===== src/rtl/core/mpcq_pkg.sv =====
`timescale 1ns / 1ps
// ----------------------------------------------------------------------------
// mpcq_pkg
// Shared types, register indexes and defaults for the motion pulse confirm
// and quiet detector.
// ----------------------------------------------------------------------------
package mpcq_pkg;

  localparam int unsigned TimeW  = 32;
  localparam int unsigned CountW = 8;
  localparam int unsigned CfgIdxW = 3;
  localparam int unsigned CfgDataW = 32;

  typedef logic [TimeW-1:0]  time_ms_t;
  typedef logic [CountW-1:0] count_t;

  typedef enum logic [CfgIdxW-1:0] {
    CFG_CONFIRM_COUNT  = 3'd0,
    CFG_CONFIRM_WINDOW = 3'd1,
    CFG_QUIET          = 3'd2,
    CFG_FINAL_WAIT     = 3'd3,
    CFG_STUCK_LOW      = 3'd4
  } cfg_idx_t;

  localparam count_t   RstConfirmCount  = 8'd3;
  localparam time_ms_t RstConfirmWindow = 32'd10000;
  localparam time_ms_t RstQuiet         = 32'd120000;
  localparam time_ms_t RstFinalWait     = 32'd30000;
  localparam time_ms_t RstStuckLow      = 32'd30000;

  typedef struct packed {
    count_t   confirm_count;
    time_ms_t confirm_window_ms;
    time_ms_t quiet_ms;
    time_ms_t final_wait_ms;
    time_ms_t stuck_low_ms;
  } cfg_t;

  typedef struct packed {
    time_ms_t now_ms;
    time_ms_t edge_sequence;
    logic     pin_low;
    logic     position_fresh;
    logic     position_known;
  } in_item_t;

  typedef struct packed {
    logic   motion_active;
    logic   candidate_pending;
    count_t candidate_count;
    logic   motion_confirmed;
    logic   candidate_rejected;
    logic   send_position;
    logic   wake_disabled;
    logic   sleep_veto;
  } result_t;

  // zero marks an idle time stamp, so a stamp taken at time zero becomes one
  function automatic time_ms_t nonzero_time(input time_ms_t t);
    nonzero_time = (t == '0) ? time_ms_t'(1) : t;
  endfunction

endpackage


===== src/rtl/core/mpcq_cfg.sv =====
`timescale 1ns / 1ps
// ----------------------------------------------------------------------------
// mpcq_cfg
// Configuration register file: five write-only registers with reset defaults.
// ----------------------------------------------------------------------------
module mpcq_cfg
  import mpcq_pkg::*;
(
  input  logic                clk,
  input  logic                rst_n,
  input  logic                cfg_we,
  input  logic [CfgIdxW-1:0]  cfg_index,
  input  logic [CfgDataW-1:0] cfg_wdata,
  output cfg_t                cfg
);

  cfg_t cfg_r;
  cfg_t cfg_nxt;

  always_comb begin
    cfg_nxt = cfg_r;
    if (cfg_we) begin
      case (cfg_idx_t'(cfg_index))
        CFG_CONFIRM_COUNT:  cfg_nxt.confirm_count     = cfg_wdata[CountW-1:0];
        CFG_CONFIRM_WINDOW: cfg_nxt.confirm_window_ms = cfg_wdata[TimeW-1:0];
        CFG_QUIET:          cfg_nxt.quiet_ms          = cfg_wdata[TimeW-1:0];
        CFG_FINAL_WAIT:     cfg_nxt.final_wait_ms     = cfg_wdata[TimeW-1:0];
        CFG_STUCK_LOW:      cfg_nxt.stuck_low_ms      = cfg_wdata[TimeW-1:0];
        default:            cfg_nxt = cfg_r;
      endcase
    end
  end

  always_ff @(posedge clk) begin
    if (!rst_n) begin
      cfg_r.confirm_count     <= RstConfirmCount;
      cfg_r.confirm_window_ms <= RstConfirmWindow;
      cfg_r.quiet_ms          <= RstQuiet;
      cfg_r.final_wait_ms     <= RstFinalWait;
      cfg_r.stuck_low_ms      <= RstStuckLow;
    end else begin
      cfg_r <= cfg_nxt;
    end
  end

  assign cfg = cfg_r;

endmodule


===== src/rtl/core/mpcq_step.sv =====
`timescale 1ns / 1ps
// ----------------------------------------------------------------------------
// mpcq_step
// Tracker state and the single-pass update for one poll tick: edge count,
// candidate window, quiet and final wait, stuck-low detection.
// ----------------------------------------------------------------------------
module mpcq_step
  import mpcq_pkg::*;
(
  input  logic     clk,
  input  logic     rst_n,
  input  logic     step_en,
  input  cfg_t     cfg,
  input  in_item_t item,
  output result_t  res
);

  time_ms_t seen_seq_r,   seen_seq_nxt;
  logic     was_low_r,    was_low_nxt;
  count_t   pulse_cnt_r,  pulse_cnt_nxt;
  time_ms_t win_start_r,  win_start_nxt;
  logic     pending_r,    pending_nxt;
  logic     active_r,     active_nxt;
  time_ms_t last_mot_r,   last_mot_nxt;
  time_ms_t fw_start_r,   fw_start_nxt;
  time_ms_t low_since_r,  low_since_nxt;
  logic     stuck_r,      stuck_nxt;

  time_ms_t edges_raw;
  logic     edge_seen;
  logic     edge_is_one;
  time_ms_t d_win;
  time_ms_t d_quiet;
  time_ms_t d_fw;
  time_ms_t d_low;
  logic     reopen;
  count_t   pc0;
  count_t   needed;
  count_t   taken;
  count_t   pc1;
  logic     confirmed;
  logic     rejected;
  logic     send;
  logic     fresh;
  logic     pend1;
  logic     act1;
  logic     mot_now;
  time_ms_t fw1;
  logic     win_zero;
  logic     quiet_hit;

  always_comb begin
    edges_raw   = item.edge_sequence - seen_seq_r;
    edge_is_one = (edges_raw == '0) && item.pin_low && !was_low_r;
    edge_seen   = (edges_raw != '0) || edge_is_one;
    fresh       = item.position_fresh && item.position_known;

    d_win  = item.now_ms - win_start_r;
    d_quiet = item.now_ms - last_mot_r;
    d_fw   = item.now_ms - fw_start_r;
    d_low  = item.now_ms - low_since_r;

    seen_seq_nxt  = item.edge_sequence;
    was_low_nxt   = item.pin_low;
    pulse_cnt_nxt = pulse_cnt_r;
    win_start_nxt = win_start_r;
    pending_nxt   = pending_r;
    active_nxt    = active_r;
    last_mot_nxt  = last_mot_r;
    fw_start_nxt  = fw_start_r;
    low_since_nxt = low_since_r;
    stuck_nxt     = stuck_r;

    confirmed = 1'b0;
    rejected  = 1'b0;
    send      = 1'b0;
    win_zero  = 1'b0;

    // candidate window and confirmation
    reopen = edge_seen && !active_r && (!pending_r || (d_win > cfg.confirm_window_ms));
    pc0    = reopen ? '0 : pulse_cnt_r;
    needed = (cfg.confirm_count > pc0) ? cfg.confirm_count - pc0 : '0;
    if (edge_is_one) begin
      taken = (needed != '0) ? count_t'(1) : '0;
    end else begin
      taken = (edges_raw < time_ms_t'(needed)) ? edges_raw[CountW-1:0] : needed;
    end
    pc1 = pc0 + taken;

    if (edge_seen && !active_r) begin
      pulse_cnt_nxt = pc1;
      pending_nxt   = 1'b1;
      if (reopen) begin
        win_start_nxt = item.now_ms;
        win_zero      = 1'b1;
      end
      if (pc1 >= cfg.confirm_count) begin
        confirmed     = 1'b1;
        active_nxt    = 1'b1;
        pulse_cnt_nxt = '0;
        win_start_nxt = '0;
        pending_nxt   = 1'b0;
      end
    end

    // window expiry
    pend1 = pending_nxt;
    if (pend1 && ((win_zero ? time_ms_t'(0) : d_win) >= cfg.confirm_window_ms)) begin
      rejected      = 1'b1;
      pulse_cnt_nxt = '0;
      win_start_nxt = '0;
      pending_nxt   = 1'b0;
    end

    // quiet detection and final wait
    act1    = active_nxt;
    mot_now = edge_seen && (active_r || confirmed);
    fw1     = mot_now ? '0 : fw_start_r;
    if (mot_now) begin
      last_mot_nxt = item.now_ms;
    end
    fw_start_nxt = fw1;
    quiet_hit = act1 && ((mot_now ? time_ms_t'(0) : d_quiet) >= cfg.quiet_ms);
    if (quiet_hit) begin
      if (fresh) begin
        send         = 1'b1;
        fw_start_nxt = '0;
        active_nxt   = 1'b0;
      end else if (fw1 == '0) begin
        fw_start_nxt = nonzero_time(item.now_ms);
      end else if (d_fw >= cfg.final_wait_ms) begin
        send         = item.position_known;
        fw_start_nxt = '0;
        active_nxt   = 1'b0;
      end
    end

    // stuck-low detection
    if (item.pin_low) begin
      if (low_since_r == '0) begin
        low_since_nxt = nonzero_time(item.now_ms);
      end else if (!stuck_r && (d_low >= cfg.stuck_low_ms)) begin
        stuck_nxt = 1'b1;
      end
    end else begin
      low_since_nxt = '0;
      stuck_nxt     = 1'b0;
    end

    res.motion_active      = active_nxt;
    res.candidate_pending  = pending_nxt;
    res.candidate_count    = pulse_cnt_nxt;
    res.motion_confirmed   = confirmed;
    res.candidate_rejected = rejected;
    res.send_position      = send;
    res.wake_disabled      = stuck_nxt;
    res.sleep_veto         = active_nxt || pending_nxt;
  end

  always_ff @(posedge clk) begin
    if (!rst_n) begin
      seen_seq_r  <= '0;
      was_low_r   <= 1'b0;
      pulse_cnt_r <= '0;
      win_start_r <= '0;
      pending_r   <= 1'b0;
      active_r    <= 1'b0;
      last_mot_r  <= '0;
      fw_start_r  <= '0;
      low_since_r <= '0;
      stuck_r     <= 1'b0;
    end else if (step_en) begin
      seen_seq_r  <= seen_seq_nxt;
      was_low_r   <= was_low_nxt;
      pulse_cnt_r <= pulse_cnt_nxt;
      win_start_r <= win_start_nxt;
      pending_r   <= pending_nxt;
      active_r    <= active_nxt;
      last_mot_r  <= last_mot_nxt;
      fw_start_r  <= fw_start_nxt;
      low_since_r <= low_since_nxt;
      stuck_r     <= stuck_nxt;
    end
  end

endmodule


===== src/rtl/core/motion_pulse_confirm_and_quiet.sv =====
`timescale 1ns / 1ps
// ----------------------------------------------------------------------------
// motion_pulse_confirm_and_quiet
// Motion pulse confirmation and quiet detection on poll ticks.
// ----------------------------------------------------------------------------
// One result beat per input beat, in order. A beat is held in an input
// register, then compare-and-add logic updates the tracker state and loads
// the result register, so a new tick is taken every cycle while the
// result side keeps up. A result is offered once its tick has passed through
// both the input register and the result register. The input register frees
// as soon as the result register can take its beat, so a waiting result
// holds the input back only once the input register is full as well.
// Configuration writes take effect on the next cycle and are meant for when
// no tick is in flight.
module motion_pulse_confirm_and_quiet
  import mpcq_pkg::*;
(
  input  logic                clk,
  input  logic                rst_n,
  input  logic                in_valid,
  output logic                in_ready,
  input  logic [TimeW-1:0]    in_now_ms,
  input  logic [TimeW-1:0]    in_edge_sequence,
  input  logic                in_pin_low,
  input  logic                in_position_fresh,
  input  logic                in_position_known,
  output logic                out_valid,
  input  logic                out_ready,
  output logic                out_motion_active,
  output logic                out_candidate_pending,
  output logic [CountW-1:0]   out_candidate_count,
  output logic                out_motion_confirmed,
  output logic                out_candidate_rejected,
  output logic                out_send_position,
  output logic                out_wake_disabled,
  output logic                out_sleep_veto,
  input  logic                cfg_we,
  input  logic [CfgIdxW-1:0]  cfg_index,
  input  logic [CfgDataW-1:0] cfg_wdata
);

  cfg_t     cfg;
  in_item_t item_r;
  logic     item_vld_r;
  result_t  res;
  result_t  res_r;
  logic     out_vld_r;
  logic     advance;

  assign advance  = item_vld_r && (!out_vld_r || out_ready);
  assign in_ready = !item_vld_r || advance;

  mpcq_cfg u_cfg (
    .clk       (clk),
    .rst_n     (rst_n),
    .cfg_we    (cfg_we),
    .cfg_index (cfg_index),
    .cfg_wdata (cfg_wdata),
    .cfg       (cfg)
  );

  mpcq_step u_step (
    .clk     (clk),
    .rst_n   (rst_n),
    .step_en (advance),
    .cfg     (cfg),
    .item    (item_r),
    .res     (res)
  );

  // input register
  always_ff @(posedge clk) begin
    if (!rst_n) begin
      item_vld_r <= 1'b0;
    end else if (in_ready) begin
      item_vld_r <= in_valid;
    end
  end

  always_ff @(posedge clk) begin
    if (in_valid && in_ready) begin
      item_r.now_ms         <= in_now_ms;
      item_r.edge_sequence  <= in_edge_sequence;
      item_r.pin_low        <= in_pin_low;
      item_r.position_fresh <= in_position_fresh;
      item_r.position_known <= in_position_known;
    end
  end

  // result register
  always_ff @(posedge clk) begin
    if (!rst_n) begin
      out_vld_r <= 1'b0;
    end else if (advance) begin
      out_vld_r <= 1'b1;
    end else if (out_ready) begin
      out_vld_r <= 1'b0;
    end
  end

  always_ff @(posedge clk) begin
    if (advance) begin
      res_r <= res;
    end
  end

  assign out_valid              = out_vld_r;
  assign out_motion_active      = res_r.motion_active;
  assign out_candidate_pending  = res_r.candidate_pending;
  assign out_candidate_count    = res_r.candidate_count;
  assign out_motion_confirmed   = res_r.motion_confirmed;
  assign out_candidate_rejected = res_r.candidate_rejected;
  assign out_send_position      = res_r.send_position;
  assign out_wake_disabled      = res_r.wake_disabled;
  assign out_sleep_veto         = res_r.sleep_veto;

endmodule


===== config.mk =====
export PLATFORM = sky130hd
export DESIGN_NAME = motion_pulse_confirm_and_quiet
export DESIGN_NICKNAME = d
export VERILOG_FILES = /design/src/rtl/core/mpcq_pkg.sv /design/src/rtl/core/mpcq_cfg.sv /design/src/rtl/core/mpcq_step.sv /design/src/rtl/core/motion_pulse_confirm_and_quiet.sv
export SDC_FILE = /design/constraint.sdc
export NUM_CORES = 1
export LEC_CHECK = 0
export BUFFER_PORTS_ARGS = -buffer_cell sky130_fd_sc_hd__clkbuf_2
export CAP_MARGIN = 5
export CORE_MARGIN = 3
export CORE_UTILIZATION = 28
export CTS_CLUSTER_SIZE = 25
export DETAILED_ROUTE_END_ITERATION = 16
export PLACE_DENSITY = 0.44
export SYNTH_ARGS = -nofsm -noshare
export SYNTH_HDL_FRONTEND = slang
export SYNTH_SLANG_ARGS = --single-unit

===== constraint.sdc =====
create_clock -name clk -period 16.8 [get_ports clk]
set_input_delay 3.36 -clock clk [delete_from_list [all_inputs] [get_ports clk]]
set_output_delay 3.36 -clock clk [all_outputs]
set_load 0.01 [all_outputs]

==> run_results.csv <==
group,metric,value,unit
logic_synthesis,syn-cell-area,26700,µm²
clocking,clock-sinks,392,
final_layout,fin_util,32.6,%
final_layout,finish.net_count,3861,
final_layout,post_route_cells_drive_above_1_share,8.42,%
critical_path,worst_r2r_path_depth,73,
detailed_routing,post_drt_via_cell_ratio,4.90,
place,post_dp_cell_area,28900,µm²
critical_path,critical_path.top_delay_family,"compound AO/OA/AOI/OAI gates",
critical_path,worstSetupStartpointType,"flop",
clocking,clock_latency,0.63,ns
place,gpl.final_weighted_congestion,0.861,
critical_path,critPathSlowestCell,"sky130_fd_sc_hd__edfxtp_1",
critical_path,r2r_slack,1.35,ns
logic_synthesis,synthDominantCellAreaShare,23.2,%
floorplan,die_area,99200,µm²
sta,period_share,92.0,%
floorplan,die_height,315,µm
logic_synthesis,synth_edf_count,82,
pwr,cellPowerDensity,110,nW/µm²
final_layout,areaGrowthSynthToFinish,14.8,%
critical_path,worstSetupEndpoint,"u_step.fw_start_r[30]",
logic_synthesis,synth_seq_cells,392,
place,post-place-ws,1.04,ns
sta,max_slew_margin,28.4,%
clocking,clock_tree_from_tritoncts,"built",
place,hpwlAfterDp,65.6,mm
detailed_routing,detailroute.via_count,23012,
floorplan,initial_utilization,28.4,%
critical_path,critPathBufInv,5,
sta,actual_transition_at_the_worst_max_transition_pin,1.07,ns
critical_path,critPathCaptureType,"flop",
critical_path,worst_r2r_endpoint,"u_step.fw_start_r[30]",
sta,hold_viol_final,0,
logic_synthesis,part_of_the_yosys_area_used_for_sequential_elements,32.4,%
sta,final.setup.tns,0,ns
sta,finalWorstPathRequiredPeriod,15.45,ns
pwr,fin_total_pwr,3.39,mW
grt,grt_max_degree,109,
min_path,holdCritPathClass,"flop to flop",
critical_path,cp-startpoint,"item_r[37]",
logic_synthesis,synthesis.yosys.warnings,0,
floorplan,rows,112,
flow_run,cap_viol_max_count,0,
sta,worst_slack,1.35,ns
pwr,peakVddDrop,0.0000773,V
critical_path,reg2reg_from,"item_r[37]",
sta,final-setup-viol-count,0,
clocking,ctsResizeCount,0,
grt,global_route.overflow_total,0,
pwr,total_leakage_power,12.0,nW
critical_path,timing.critical_path.required,17.35,ns
critical_path,worst-endpoint-arrival,16.00,ns
grt,antenna_found_initial,0,
detailed_routing,drtPass1Iterations,5,
final_layout,final_area,30700,µm²
logic_synthesis,synth_top_cells_by_area,"sky130_fd_sc_hd__dfxtp_1, sky130_fd_sc_hd__ha_1, sky130_fd_sc_hd__edfxtp_1",
sta,maxClockFrequency,0.0647,GHz
grt,number_of_global_route_vias_before_repair,22431,
detailed_routing,drtIter0Drc,1315,
floorplan,dieWidth,315,µm
logic_synthesis,postSynthCellCount,3284,
clocking,root_buffer,"sky130_fd_sc_hd__clkbuf_16",
clocking,path_clk_slew,0.06,ns
detailed_routing,remaining_drc_errors,0,
critical_path,cp_num_cells,73,
clocking,cts_inserted_buffers,52,
grt,grt_pass1_wl,133,mm
floorplan,core_area,94000,µm²
floorplan,top_level_ports,124,
critical_path,path_max_fanout,32,
logic_synthesis,synthArstFlopShare,0,%
detailed_routing,drtAntennaViolNets,0,
place,io_buffers,123,
grt,groute.usage.overall,17.2,%
clocking,holdBufCountCts,0,
sta,slew_violations,0,
critical_path,critPathKind,"flop to flop",
logic_synthesis,synth_nets,3743,
clocking,cts_htree_levels,2,
logic_synthesis,dominantRegCellSynth,"sky130_fd_sc_hd__dfxtp_1",
critical_path,worst_path_largest_cell_delay,0.58,ns
clocking,cts.path.max_buffers,3,
status,outcome,"complete, no violations",
detailed_routing,finalWirelength,87.2,mm
detailed_routing,route.detailed.wl_per_inst,18.6,µm
sta,final.setup_skew,0.0296,ns
logic_synthesis,post-synth-top-area-cell,"sky130_fd_sc_hd__dfxtp_1",
clocking,cts_post_setup_buffers_inserted,0,
logic_synthesis,syn_area_per_cell,8.14,µm²
logic_synthesis,synth.lib_cells_used.distinct,72,
registers in the layout (all words and copies together) (netlist names), 8 cells and up:
name	count
u_step.win_start_r	32
u_step.fw_start_r	32
u_step.pulse_cnt_r	8
u_cfg.cfg	136
out_candidate_count	8
u_step.last_mot_r	32
u_step.seen_seq_r	32
item_r	67
u_step.low_since_r	32
routing by layer:
metal	track usage, %	vias to the layer above	share of wire [%]
met4	4.11	0	2.2
met2	27.9	360	45
met1	24.3	10745	50
met5	0	-	0
li1	-	11811	-
met3	2.10	96	3.6
logic make-up (layout without fill, tap and decap cells):
family,after synthesis,in the layout,share of synthesized area (%)
compound gates,921,921,22.1
other cells,0,1,0
buf+inv,443,603,6.33
mux,3,3,0.117
flops,392,392,32.4
fa+ha+maj,352,352,16.7
xor+xnor,136,136,4.46
simple gates,1037,1037,17.9
cells in the final DEF, fill, tap and decap left out, drive strengths merged, types with 8 or more instances in the layout:
cell	Yosys	routed
nor2	205	205
clkinv	0	15
xnor2	91	91
ha	345	345
a21oi	358	358
nor3	47	47
or3	14	14
edfxtp	82	82
a31oi	14	14
a22oi	36	36
or2	11	11
nand2	465	465
o31a	8	8
buf	15	50
a211o	8	8
o21a	40	40
nor2b	69	69
o211ai	46	46
a21boi	9	9
nand4	44	44
o31ai	20	20
nand2b	43	43
and3	31	31
o21ai	115	115
a211oi	29	29
nand3	41	41
clkbuf	95	199
and2	11	11
dfxtp	310	310
xor2	45	45
o2111ai	8	8
a22o	68	68
inv	333	333
nor4	32	32
a21o	96	96
o21bai	17	17
cell usage after synthesis, types with 69 or more instances:
library cell	count
sky130_fd_sc_hd__inv_1	333
sky130_fd_sc_hd__nor2_1	205
sky130_fd_sc_hd__o21ai_0	112
sky130_fd_sc_hd__nand2_1	465
sky130_fd_sc_hd__xnor2_1	91
sky130_fd_sc_hd__a21oi_1	356
sky130_fd_sc_hd__ha_1	345
sky130_fd_sc_hd__a21o_1	96
sky130_fd_sc_hd__nor2b_1	69
sky130_fd_sc_hd__dfxtp_1	310
sky130_fd_sc_hd__edfxtp_1	82
sky130_fd_sc_hd__clkbuf_1	95
metrics by stage:
step           cells  hold slack [ns]
2_1_floorplan   3284            0.436
3_3_place_gp    4602            0.443
3_5_place_dp    4602            0.446
4_1_cts         4698            0.454
5_1_grt         4698            0.468
6_report        4699            0.453
where the power goes:
part | switching, mW | internal (mW) | leakage (nW)
sequential | 0.0397 | 1.03 | 3.31
combinational | 0.701 | 0.463 | 7.88
clock | 0.468 | 0.686 | 0.860
tightest hold or removal path, stage by stage, from the launching register on:
cell,delay (ns)
sky130_fd_sc_hd__dfxtp_1,0.31
sky130_fd_sc_hd__nand2_1,0.05
sky130_fd_sc_hd__a21oi_1,0.05
area by class of cell:
cell class / instances / area [µm²]
Fill cell: 10038 / 63400
Multi-Input combinational cell: 2449 / 16400
Sequential cell: 392 / 8670
Tap cell: 1254 / 1570
Clock buffer: 75 / 1510
Inverter: 333 / 1260
Timing Repair Buffer: 174 / 1010
Clock inverter: 21 / 251
Antenna cell: 1 / 2.50
worst min-delay path by stage:
| stage | end | start | depth (start not counted) | slack [ns] |
|---|---|---|---|---|
| after floorplan | u_cfg.cfg[101] | u_cfg.cfg[101] | 2 | 0.44 |
| after global placement | u_step.last_mot_r[22] | u_step.last_mot_r[22] | 2 | 0.44 |
| after detailed placement | u_cfg.cfg[82] | u_cfg.cfg[82] | 2 | 0.45 |
| after CTS | u_cfg.cfg[82] | u_cfg.cfg[82] | 2 | 0.45 |
| after global routing | u_cfg.cfg[22] | u_cfg.cfg[22] | 2 | 0.47 |
| final | u_step.last_mot_r[18] | u_step.last_mot_r[18] | 2 | 0.45 |
No activity file was read; power rests on OpenSTA's default activity.
